**src/hw/rtl/vpg_pkg.sv**
```systemverilog
// Package for the VLIW packet grouper: unit class codes, latency reset
// values, the CSR index type and the result item struct.
// No dependencies.
package vpg_pkg;

   localparam int NUM_UNITS = 7;

   // unit class codes; code 7 names no unit
   localparam logic [2:0] UNIT_ADD   = 3'd0;
   localparam logic [2:0] UNIT_MUL   = 3'd1;
   localparam logic [2:0] UNIT_FADD  = 3'd2;
   localparam logic [2:0] UNIT_FMUL  = 3'd3;
   localparam logic [2:0] UNIT_LOAD  = 3'd4;
   localparam logic [2:0] UNIT_STORE = 3'd5;
   localparam logic [2:0] UNIT_LOGIC = 3'd6;

   typedef logic [2:0] unit_class_type;
   typedef logic [2:0] csr_index_type;
   typedef logic [5:0] latency_type;

   // latency register reset values, indexed by unit class
   localparam latency_type LAT_RESET [NUM_UNITS] = '{
      6'd6, 6'd12, 6'd18, 6'd30, 6'd1, 6'd1, 6'd1
   };

   // one closed packet
   typedef struct packed {
      logic [31:0] start_cycle;
      logic [31:0] end_cycle;
      logic [6:0]  slot_mask;
      logic [15:0] first_index;
      logic [2:0]  instr_count;
      logic        last_of_run;
   } packet_type;

endpackage

```
**src/hw/rtl/vliw_packet_grouper.sv**
```systemverilog
// Greedy VLIW packet grouper: packs decoded instructions into seven-slot
// packets and emits each closed packet with its issue window.
// Depends on vpg_pkg.
//
//   channel | direction | handshake           | payload
//   req     | in        | req_valid/req_stall | unit_class, regs, has_src2, last_instr
//   rsp     | out       | rsp_valid/rsp_stall | cycles, slot_mask, first_index, count, last_of_run
//   csr     | in        | csr_valid/csr_ready | csr_index, csr_data (latencies)
//
// An item is taken into an input register and resolved from there; one item
// per cycle is accepted while the result queue has room. An item yields up to
// two results, drained one per cycle while rsp_stall is low from a four-entry
// queue, so items closing two packets go no faster than their results drain.
// The input register advances only when the queue has room for two. Synchronous
// reset clears counters and packet state, sets the issue cycle to 1 and loads
// the reset latencies. csr_ready is always high; each write is registered.
module vliw_packet_grouper #(
   parameter int NUM_REGS = 32
) (
   input  logic                   clock,
   input  logic                   reset,
   // instruction items
   input  logic                   req_valid,
   output logic                   req_stall,
   input  vpg_pkg::unit_class_type req_unit_class,
   input  logic [4:0]             req_dest_reg,
   input  logic [4:0]             req_src1_reg,
   input  logic                   req_has_src2,
   input  logic [4:0]             req_src2_reg,
   input  logic                   req_last_instr,
   // packet items
   output logic                   rsp_valid,
   input  logic                   rsp_stall,
   output logic [31:0]            rsp_start_cycle,
   output logic [31:0]            rsp_end_cycle,
   output logic [6:0]             rsp_slot_mask,
   output logic [15:0]            rsp_first_index,
   output logic [2:0]             rsp_instr_count,
   output logic                   rsp_last_of_run,
   // latency registers
   input  logic                   csr_valid,
   output logic                   csr_ready,
   input  vpg_pkg::csr_index_type csr_index,
   input  vpg_pkg::latency_type   csr_data
);
   import vpg_pkg::*;

   localparam int DEPTH = 4;
   localparam int PTR_W = $clog2(DEPTH);
   localparam int CNT_W = $clog2(DEPTH + 1);

   // one-hot register bit, empty for indices beyond the register file
   function automatic logic [NUM_REGS-1:0] reg_bit(input logic [4:0] idx);
      logic [NUM_REGS-1:0] v;
      v = '0;
      if (32'(idx) < NUM_REGS) begin
         v = NUM_REGS'(1) << idx;
      end
      return v;
   endfunction

   // latency registers
   latency_type lat_ff [NUM_UNITS];

   // input register
   logic           in_valid_ff, in_valid_in;
   unit_class_type cls_ff;
   logic [4:0]     dest_ff, src1_ff, src2_ff;
   logic           has_src2_ff, last_ff;

   // open packet state
   logic [NUM_REGS-1:0] wmask_ff, wmask_in;
   logic [NUM_REGS-1:0] rmask_ff, rmask_in;
   logic [6:0]          busy_ff, busy_in;
   latency_type         maxlat_ff, maxlat_in;
   logic [31:0]         cyc_ff, cyc_in;
   logic [15:0]         first_ff, first_in;
   logic [2:0]          size_ff, size_in;
   logic [15:0]         nidx_ff, nidx_in;

   // result queue
   packet_type          q_ff [DEPTH];
   logic [PTR_W-1:0]    wr_ptr_ff, rd_ptr_ff;
   logic [CNT_W-1:0]    cnt_ff;

   logic                accept, advance, pop;
   logic                cls_ok, hazard, close1, flush;
   logic [6:0]          ubit;
   logic [NUM_REGS-1:0] dbit, srcs;
   latency_type         lat_sel, base_lat, lat_new;
   logic [NUM_REGS-1:0] base_w, base_r;
   logic [6:0]          base_busy, busy_new;
   logic [2:0]          base_size, size_new;
   logic [15:0]         first_new;
   logic [6:0]          close_off, flush_off;
   logic [7:0]          end2_off, cyc_off;
   packet_type          pkt_a, pkt_b, push0;
   logic [1:0]          push_n;

   assign accept    = req_valid && !req_stall;
   assign advance   = in_valid_ff && (cnt_ff <= CNT_W'(DEPTH - 2));
   assign req_stall = in_valid_ff && !advance;
   assign pop       = rsp_valid && !rsp_stall;
   assign csr_ready = 1'b1;

   // hold latency registers, write on csr handshake
   always_ff @(posedge clock) begin
      if (reset) begin
         for (int i = 0; i < NUM_UNITS; i++) begin
            lat_ff[i] <= LAT_RESET[i];
         end
      end else if (csr_valid && csr_ready) begin
         for (int i = 0; i < NUM_UNITS; i++) begin
            if (csr_index == csr_index_type'(i)) begin
               lat_ff[i] <= csr_data;
            end
         end
      end
   end

   // load input register on accept, drop it when resolved
   always_comb begin
      in_valid_in = in_valid_ff;
      if (accept) begin
         in_valid_in = 1'b1;
      end else if (advance) begin
         in_valid_in = 1'b0;
      end
   end

   always_ff @(posedge clock) begin
      if (reset) begin
         in_valid_ff <= 1'b0;
      end else begin
         in_valid_ff <= in_valid_in;
      end
   end

   always_ff @(posedge clock) begin
      if (accept) begin
         cls_ff      <= req_unit_class;
         dest_ff     <= req_dest_reg;
         src1_ff     <= req_src1_reg;
         has_src2_ff <= req_has_src2;
         src2_ff     <= req_src2_reg;
         last_ff     <= req_last_instr;
      end
   end

   // decode the held instruction
   always_comb begin
      cls_ok  = (cls_ff < unit_class_type'(NUM_UNITS));
      ubit    = cls_ok ? (7'(1) << cls_ff) : 7'd0;
      dbit    = cls_ok ? reg_bit(dest_ff) : '0;
      srcs    = '0;
      if (cls_ok) begin
         srcs = reg_bit(src1_ff) | (has_src2_ff ? reg_bit(src2_ff) : '0);
      end
      lat_sel = '0;
      for (int i = 0; i < NUM_UNITS; i++) begin
         if (cls_ff == unit_class_type'(i)) begin
            lat_sel = lat_ff[i];
         end
      end
   end

   // detect hazards against the open packet and merge the instruction
   always_comb begin
      hazard = |(busy_ff & ubit) || |(wmask_ff & (srcs | dbit)) ||
               |(rmask_ff & dbit);
      close1 = cls_ok && hazard && (size_ff != 3'd0);

      base_w    = close1 ? '0 : wmask_ff;
      base_r    = close1 ? '0 : rmask_ff;
      base_busy = close1 ? 7'd0 : busy_ff;
      base_lat  = close1 ? 6'd0 : maxlat_ff;
      base_size = close1 ? 3'd0 : size_ff;

      busy_new  = base_busy | ubit;
      lat_new   = (cls_ok && lat_sel > base_lat) ? lat_sel : base_lat;
      size_new  = cls_ok ? base_size + 3'd1 : base_size;
      first_new = (cls_ok && base_size == 3'd0) ? nidx_ff : first_ff;
      flush     = last_ff && (size_new != 3'd0);

      // narrow offsets keep one wide add per cycle value
      close_off = close1 ? {1'b0, maxlat_ff} + 7'd1 : 7'd0;
      flush_off = flush ? {1'b0, lat_new} + 7'd1 : 7'd0;
      end2_off  = {1'b0, close_off} + {2'b00, lat_new};
      cyc_off   = {1'b0, close_off} + {1'b0, flush_off};
   end

   // form the packet items
   always_comb begin
      pkt_a.start_cycle = cyc_ff;
      pkt_a.end_cycle   = cyc_ff + {26'd0, maxlat_ff};
      pkt_a.slot_mask   = busy_ff;
      pkt_a.first_index = first_ff;
      pkt_a.instr_count = size_ff;
      pkt_a.last_of_run = !flush;

      pkt_b.start_cycle = cyc_ff + {25'd0, close_off};
      pkt_b.end_cycle   = cyc_ff + {24'd0, end2_off};
      pkt_b.slot_mask   = busy_new;
      pkt_b.first_index = first_new;
      pkt_b.instr_count = size_new;
      pkt_b.last_of_run = 1'b1;

      push0  = close1 ? pkt_a : pkt_b;
      push_n = {1'b0, close1} + {1'b0, flush};
   end

   // advance the open packet state
   always_comb begin
      wmask_in  = wmask_ff;
      rmask_in  = rmask_ff;
      busy_in   = busy_ff;
      maxlat_in = maxlat_ff;
      cyc_in    = cyc_ff;
      first_in  = first_ff;
      size_in   = size_ff;
      nidx_in   = nidx_ff;
      if (advance) begin
         wmask_in  = base_w | dbit;
         rmask_in  = base_r | srcs;
         busy_in   = busy_new;
         maxlat_in = lat_new;
         cyc_in    = cyc_ff + {24'd0, cyc_off};
         first_in  = first_new;
         size_in   = size_new;
         nidx_in   = cls_ok ? nidx_ff + 16'd1 : nidx_ff;
         if (flush) begin
            wmask_in  = '0;
            rmask_in  = '0;
            busy_in   = 7'd0;
            maxlat_in = 6'd0;
            size_in   = 3'd0;
         end
      end
   end

   always_ff @(posedge clock) begin
      if (reset) begin
         wmask_ff  <= '0;
         rmask_ff  <= '0;
         busy_ff   <= 7'd0;
         maxlat_ff <= 6'd0;
         cyc_ff    <= 32'd1;
         first_ff  <= 16'd0;
         size_ff   <= 3'd0;
         nidx_ff   <= 16'd0;
      end else begin
         wmask_ff  <= wmask_in;
         rmask_ff  <= rmask_in;
         busy_ff   <= busy_in;
         maxlat_ff <= maxlat_in;
         cyc_ff    <= cyc_in;
         first_ff  <= first_in;
         size_ff   <= size_in;
         nidx_ff   <= nidx_in;
      end
   end

   // push up to two packets, pop one per handshake
   always_ff @(posedge clock) begin
      if (advance && push_n != 2'd0) begin
         q_ff[wr_ptr_ff] <= push0;
         if (push_n == 2'd2) begin
            q_ff[wr_ptr_ff + PTR_W'(1)] <= pkt_b;
         end
      end
   end

   always_ff @(posedge clock) begin
      if (reset) begin
         wr_ptr_ff <= '0;
         rd_ptr_ff <= '0;
         cnt_ff    <= '0;
      end else begin
         if (advance) begin
            wr_ptr_ff <= wr_ptr_ff + PTR_W'(push_n);
         end
         if (pop) begin
            rd_ptr_ff <= rd_ptr_ff + PTR_W'(1);
         end
         cnt_ff <= cnt_ff + (advance ? CNT_W'(push_n) : CNT_W'(0))
                          - (pop ? CNT_W'(1) : CNT_W'(0));
      end
   end

   assign rsp_valid       = (cnt_ff != '0);
   assign rsp_start_cycle = q_ff[rd_ptr_ff].start_cycle;
   assign rsp_end_cycle   = q_ff[rd_ptr_ff].end_cycle;
   assign rsp_slot_mask   = q_ff[rd_ptr_ff].slot_mask;
   assign rsp_first_index = q_ff[rd_ptr_ff].first_index;
   assign rsp_instr_count = q_ff[rd_ptr_ff].instr_count;
   assign rsp_last_of_run = q_ff[rd_ptr_ff].last_of_run;

   // queue never overflows
   a_cnt_bound: assert property (@(posedge clock) disable iff (reset)
      cnt_ff <= CNT_W'(DEPTH))
      else $error("result queue overflow");

   // a stalled held instruction keeps its fields
   a_hold: assert property (@(posedge clock) disable iff (reset)
      (in_valid_ff && !advance) |=> (in_valid_ff && $stable(cls_ff) &&
                                     $stable(dest_ff) && $stable(last_ff)))
      else $error("held instruction changed while stalled");

   // an empty open packet has no busy slot and no latency
   a_empty: assert property (@(posedge clock) disable iff (reset)
      (size_ff == 3'd0) |-> (busy_ff == 7'd0 && maxlat_ff == 6'd0))
      else $error("empty packet carries state");

   // two results only when a hazard closed a packet and a flush followed
   a_two: assert property (@(posedge clock) disable iff (reset)
      (advance && push_n == 2'd2) |-> (close1 && last_ff && cnt_ff <= CNT_W'(DEPTH - 2)))
      else $error("double push without close and flush");

endmodule

```
**config.mk**
```make
export PLATFORM = sky130hd
export DESIGN_NAME = vliw_packet_grouper
export DESIGN_NICKNAME = d
export VERILOG_FILES = /design/src/hw/rtl/vpg_pkg.sv /design/src/hw/rtl/vliw_packet_grouper.sv
export SDC_FILE = /design/constraint.sdc
export NUM_CORES = 1
export LEC_CHECK = 0
export ABC_CLOCK_PERIOD_IN_PS = 10070
export BUFFER_PORTS_ARGS = -buffer_cell sky130_fd_sc_hd__clkbuf_2
export CAP_MARGIN = 20
export CORE_MARGIN = 10
export CORE_UTILIZATION = 40
export CTS_CLUSTER_SIZE = 30
export DETAILED_ROUTE_END_ITERATION = 12
export PLACE_DENSITY = 0.52
export SLEW_MARGIN = 10
export SYNTH_ARGS = -nofsm -noshare
export SYNTH_HDL_FRONTEND = slang
export SYNTH_SLANG_ARGS = --single-unit
```
**constraint.sdc**
```tcl
create_clock -name clock -period 10.07 [get_ports clock]
set_clock_uncertainty 0.1 [all_clocks]
set_input_delay 2.5175 -clock clock [delete_from_list [all_inputs] [get_ports clock]]
set_output_delay 2.5175 -clock clock [all_outputs]
set_load 0.03 [all_outputs]
```
Word-level counts from Yosys, hierarchy flattened
Memory sizes are Yosys's and may differ from the RTL's. A register that Yosys moved wholly into a read port is not among the register bits. Cells that the tools add are included. W data, S select, Z words.

Flip-flop bits (word level): 172. Memory bits (writable): 406. Bits of input ports: 34. Output and inout bits: 94. Memories: 2.

Memories: q_ff (words 4, width 91, rd ports 1, clocked after memory_dff 1, wr ports 2, line vliw_packet_grouper.sv:82) `packet_type q_ff [DEPTH];`; lat_ff (words 7, width 6, rd ports 7, clocked after memory_dff 0, wr ports 7, line vliw_packet_grouper.sv:63) `latency_type lat_ff [NUM_UNITS];`.

Add/sub/neg operators: 16. Magnitude comparators: 3. Equal/unequal tests: 13. Shift operators: 4. Mux-type cells: 77. Bitwise gates (word level): 15. Reductions and logical operators: 28.

Operator list (count): $mux W32 (9); $or A32 B32 Y32 (4); $mux W6 (17); $shl A1 B5 Y32 const A (3); $mux W91 (1); $add A32 B8 Y32 (2); $and A32 B32 Y32 (2); $reduce_or A32 Y1 (2); $mux W1 (38); $mux W7 (5); $add A32 B6 Y32 (1); $add A32 B7 Y32 (1); $eq A3 B3 Y1 const B (6); $add A16 B1 Y16 const B (1); $mux W16 (1); $add A6 B1 Y7 const B (2); $eq A3 B2 Y1 const B (4); $logic_and A1 B1 Y1 (10); $logic_not A3 Y1 (3); $mux W3 (3); $reduce_bool A3 Y1 (3); $add A7 B6 Y8 (1); $add A7 B7 Y8 (1); $and A7 B7 Y7 (1); 20 further kinds (35).

Depth between registers and ports, before layout
Depth after elaboration: 22. Gate-level depth with buffers: 36. Depth with buffers taken out: 28.

Worst setup path before layout
No wires, ideal clock.

Path type: reg-to-reg. From: register dest_ff[0]. To: memory q_ff[1][14] (netlist name) (data pin). Setup time: 0.256 ns. Data arrival time: 8.762 ns. Data required time: 9.714 ns. Path slack: 0.952 ns. Stages on the path, launching flop included: 29. Path buffers: 8. Period minus slack after synthesis: 9.118 ns. Cells stage by stage: edfxtp_1 -> mux4_2 -> or4b_1 -> o211ai_1 -> a211o_1 -> or3_1 -> clkbuf_1 -> o31ai_4 -> buf_2 -> buf_2 -> buf_1 -> nand2_1 -> ha_1 -> nor2_1 -> a211oi_1 -> or2_0 -> buf_2 -> inv_2 -> buf_2 -> ha_1 -> nor4_1 -> and2_1 -> clkbuf_1 -> nor2_1 -> clkinv_1 -> o21ai_1 -> nor2_1 -> clkbuf_1 -> a22o_1.

RTL lines: start, declared (line vliw_packet_grouper.sv:68) `logic [4:0] dest_ff, src1_ff, src2_ff;`; start signal, assigned (line vliw_packet_grouper.sv:142) `dest_ff <= req_dest_reg;`; end, declared (line vliw_packet_grouper.sv:82).

Worst setup path in the final report
From: register cls_ff[1]. To: register cyc_ff[16].

Word-level cells in the longest chain between the ends: 17.

RTL lines: start, declared (line vliw_packet_grouper.sv:67) `unit_class_type cls_ff;`; start signal, assigned (line vliw_packet_grouper.sv:141) `cls_ff <= req_unit_class;`; $lt A3 B3 Y1 (line vliw_packet_grouper.sv:152) `cls_ok = (cls_ff < unit_class_type'(NUM_UNITS));`; $mux W32 (on tied branches) (line vliw_packet_grouper.sv:156, vliw_packet_grouper.sv:154); $or A32 B32 Y32 (line vliw_packet_grouper.sv:169) `hazard = |(busy_ff & ubit) || |(wmask_ff & (srcs | dbit)) ||`; $and A32 B32 Y32 (line vliw_packet_grouper.sv:169); $reduce_or A32 Y1 (line vliw_packet_grouper.sv:169); $logic_or A1 B1 Y1 (2 in series) (line vliw_packet_grouper.sv:169); $logic_and A1 B1 Y1 (2 in series) (line vliw_packet_grouper.sv:171) `close1 = cls_ok && hazard && (size_ff != 3'd0);`; $mux W6 / $mux W3 (equally long branches) (line vliw_packet_grouper.sv:176, vliw_packet_grouper.sv:177); $gt A6 B6 Y1 / $add A3 B1 Y3 (equally long branches) (line vliw_packet_grouper.sv:180, vliw_packet_grouper.sv:181); $logic_and A1 B1 Y1 / $mux W3 (equally long branches) (line vliw_packet_grouper.sv:180, vliw_packet_grouper.sv:181); $mux W6 / $reduce_bool A3 Y1 (equally long branches) (line vliw_packet_grouper.sv:180, vliw_packet_grouper.sv:183); $add A6 B1 Y7 / $logic_and A1 B1 Y1 (equally long branches) (line vliw_packet_grouper.sv:187, vliw_packet_grouper.sv:183); $mux W7 (line vliw_packet_grouper.sv:187) `flush_off = flush ? {1'b0, lat_new} + 7'd1 : 7'd0;`; $add A7 B7 Y8 * (line vliw_packet_grouper.sv:189) `cyc_off = {1'b0, close_off} + {1'b0, flush_off};`; $add A32 B8 Y32 * (line vliw_packet_grouper.sv:227) `cyc_in = cyc_ff + {24'd0, cyc_off};`; end signal, assigned (line vliw_packet_grouper.sv:256) `cyc_ff <= cyc_in;`; end, declared (line vliw_packet_grouper.sv:76) `logic [31:0] cyc_ff, cyc_in;`.

Mark *: on every way between the ends. The rest lies on a longest branch, timed or not. A chain may end at the register's enable or synchronous reset.

==> impl_metrics.csv <==
group,metric,value,unit
outcome,outcome,"complete, no violations",
yosys,synthCells,2981,
power_and_ir_drop,p_per_area,189,nW/um^2
worst_setup_path,critPathLaunchType,"flop",
detailed_routing,drt_pre_antenna_iters,6,
sta,rsz0062_at_grt,"no",
floorplan,dieArea,91500,sq um
sta,slew_viol_final,0,
floorplan,fp.dieH,302,um
yosys,ys.flop_type,"edfxtp_1",
flow_run,cap_violations,0,
global_route,grt_overflow,0,
place,portBuffers,126,
yosys,synth-seq-cells,580,
worst_hold_path,hold_depth,1,
place,gp_congestion,0.917,
worst_setup_path,r2r_cells,27,
worst_setup_path,crit_type,"flop to flop",
worst_setup_path,crit_fanout,52,
finish,stdcell_area,35900,sq um
sta,hold_violations,0,
yosys,syn_nets,3077,
global_route,grt_pass1_wl,171000,um
clocking,h-tree-depth,3,
clocking,clock_sinks,580,
floorplan,initial_core_util,40.4,%
worst_hold_path,min_to,"rmask_ff[10]",
clocking,clock_latency,0.62,ns
power_and_ir_drop,power,0.00677,W
yosys,synthesis.area,31900,sq um
detailed_routing,ant_nets,0,
sta,finalCritPeriodShare,87.7,%
sta,tns,0,ns
sta,tightest_slew,1.20,ns
yosys,synth_cell_type_count,86,
clocking,clkSlewWorstSetupHoldPaths,0.06,ns
yosys,yosys-top-cells-area,"edfxtp_1 40%, dfxtp_1 9.9%, mux4_2 6.5%, a22o_1 3.5%, a21oi_1 3.2%",
yosys,ys_seq_area_share,49.6,%
yosys,synthTopCellsByCount,"422 x edfxtp_1, 229 x nor2_1, 209 x clkbuf_1, 205 x a21oi_1, 193 x o21ai_0",
clocking,clockRootBuffer,"clkbuf_16",
floorplan,core_area,79000,sq um
detailed_routing,drcViolationCount,0,
clocking,cts_made_buffers,69,
detailed_routing,wl_per_cell,28.0,um
worst_setup_path,crit_arrival,9.30,ns
worst_setup_path,r2r_start,"cls_ff[1]",
clocking,cts_tree,"built",
detailed_routing,vias,26494,
yosys,syn-mean-instance-area,10.7,sq um
clocking,cts.repair.resized,0,
detailed_routing,drt_iter0_markers,3179,
place,dpl_cell_area,33600,sq um
place,pre_cts_ws,1.36,ns
sta,setup-violations-final,0,
worst_setup_path,reg2reg_to,"cyc_ff[16]",
place,dp_hpwl,76300,um
power_and_ir_drop,p_leak,11.6,nW
yosys,yosysTopAreaCellShare,39.7,%
clocking,cts_setup_buffers,0,
sta,slew-limit-headroom,19.6,%
yosys,synth_top_area_cell,"edfxtp_1",
global_route,grt_pass1_vias,26309,
global_route,antenna_found_initial,1,
worst_hold_path,holdCritStartpoint,"rmask_ff[10]",
yosys,yosysWarnings,0,
finish,fin_nets,3091,
clocking,holdBufCountCts,0,
worst_hold_path,hold_path_class,"flop to flop",
floorplan,io_pins,128,
floorplan,num_rows,103,
sta,finalCriticalPeriod,8.83,ns
finish,drive_gt1_share,15.4,%
finish,area_growth,12.4,%
yosys,async_flop_share,0,%
detailed_routing,vias_per_cell,6.46,
detailed_routing,drt_wl_total,115000,um
power_and_ir_drop,peakVddDrop,0.000128,V
floorplan,die_w,302,um
global_route,grt_max_degree,72,
clocking,clock_path_buffers,3,
yosys,synth_edf_count,422,
worst_setup_path,crit_required,10.54,ns
worst_setup_path,cp-end-kind,"flop",
yosys,yosysMostFrequentCell,"edfxtp_1",
sta,final.setup.worst_slack,1.24,ns
global_route,grt_use_total,24.5,%
worst_setup_path,reg2reg_slack,1.24,ns
sta,max_freq,113,MHz
flip-flops by register name (all words and copies together) (netlist names), named ones only:
signal	count
maxlat_ff	6
rd_ptr_ff	2
busy_ff	7
cls_ff	3
last_ff	1
src1_ff	5
wmask_ff	32
rmask_ff	32
has_src2_ff	1
cnt_ff	3
dest_ff	5
q_ff	364
size_ff	3
src2_ff	5
cyc_ff	32
first_ff	16
in_valid_ff	1
wr_ptr_ff	2
lat_ff	42
nidx_ff	16
through the flow:
step / cells / utilization, % / hold WS [ns]
after detailed placement: 3974 / 42.5 / 0.355
final: 4102 / 45.4 / 0.372
after global routing: 4101 / 45.4 / 0.377
after global placement: 3972 / 42.5 / 0.349
after floorplan: 2981 / - / 0.326
after CTS: 4101 / 45.4 / 0.368
cell type report:
cell class	count	area, sq um
well taps	1050	1310
flip-flops and latches	580	15800
clock buffers	90	1820
repair buffers	215	1340
clock inverters	37	455
fillers	7368	43100
multi-input cells	2043	14800
inverters	86	333
diodes	1	2.50
cells in the final DEF (no fill, tap or decap), types with 20 or more instances in the layout:
cell	n
edfxtp_1	422
nor2_1	227
a21oi_1	203
o21ai_0	193
nand2_1	181
dfxtp_1	156
a22o_1	129
clkbuf_2	125
mux4_2	92
o22ai_1	86
buf_4	86
nand3_1	84
inv_1	77
clkbuf_16	69
nor3_1	58
a32o_1	47
xnor2_1	45
ha_1	44
a311oi_1	43
or3_1	37
and3_1	31
a31oi_1	31
mux2i_1	29
xor2_1	25
o31ai_1	24
and2_1	24
o211ai_1	22
a22oi_1	22
a21o_1	22
o21a_1	21
clkbuf_1	20
metal layers:
layer	GRT usage (%)	up-vias	routed length [um]
met5	0	-	0
met2	40.4	1459	54300
li1	-	11627	-
met1	31.6	13053	45900
met3	3.99	355	9260
met4	11.0	0	5350
power by group:
group,internal (W),total (W),switching [W]
logic,0.000502,0.00148,0.000974
registers,0.00263,0.00273,0.0000959
clock network,0.00154,0.00256,0.00103
total,0.00467,0.00677,0.00210
worst max-delay path by stage:
stage	startpoint	to	slack (ns)	depth (start not counted)
detailed placement	cls_ff[1]	q_ff[0][40]	1.36	29
global route	cls_ff[1]	cyc_ff[16]	0.59	27
floorplan	dest_ff[0]	q_ff[1][14]	0.95	28
finish	cls_ff[1]	cyc_ff[16]	1.24	27
global placement	cls_ff[1]	q_ff[3][42]	1.47	21
CTS	cls_ff[1]	q_ff[3][38]	1.33	21
cell families after synthesis:
kind of cell,count (synthesis),synth area share (%)
fa+ha+maj,62,2.85
mux,135,7.89
simple gates,771,11.7
xor+xnor,70,1.92
flops,580,49.6
other cells,1,0.0117
compound gates,1004,21.6
buf+inv,358,4.39
critical path, stage by stage (launching register included):
cell,delay [ns]
edfxtp_1,0.76
and3_1,0.60
nor2_1,0.32
a22o_1,0.28
a211o_1,0.28
or3_1,0.53
o31ai_4,0.43
nand2_1,0.14
inv_1,0.10
ha_1,0.15
and2_1,0.39
nand2_1,0.10
mux2i_1,0.41
or2_0,0.42
inv_2,0.47
nor2_1,0.30
fa_1,0.49
ha_1,0.32
a21o_1,0.19
a21oi_1,0.23
o21bai_1,0.10
a21oi_1,0.22
o21bai_1,0.12
a21oi_1,0.58
nor4_1,0.12
buf_4,0.21
a211oi_1,0.25
a31o_2,0.13
Power figures use the tool's default switching activity.
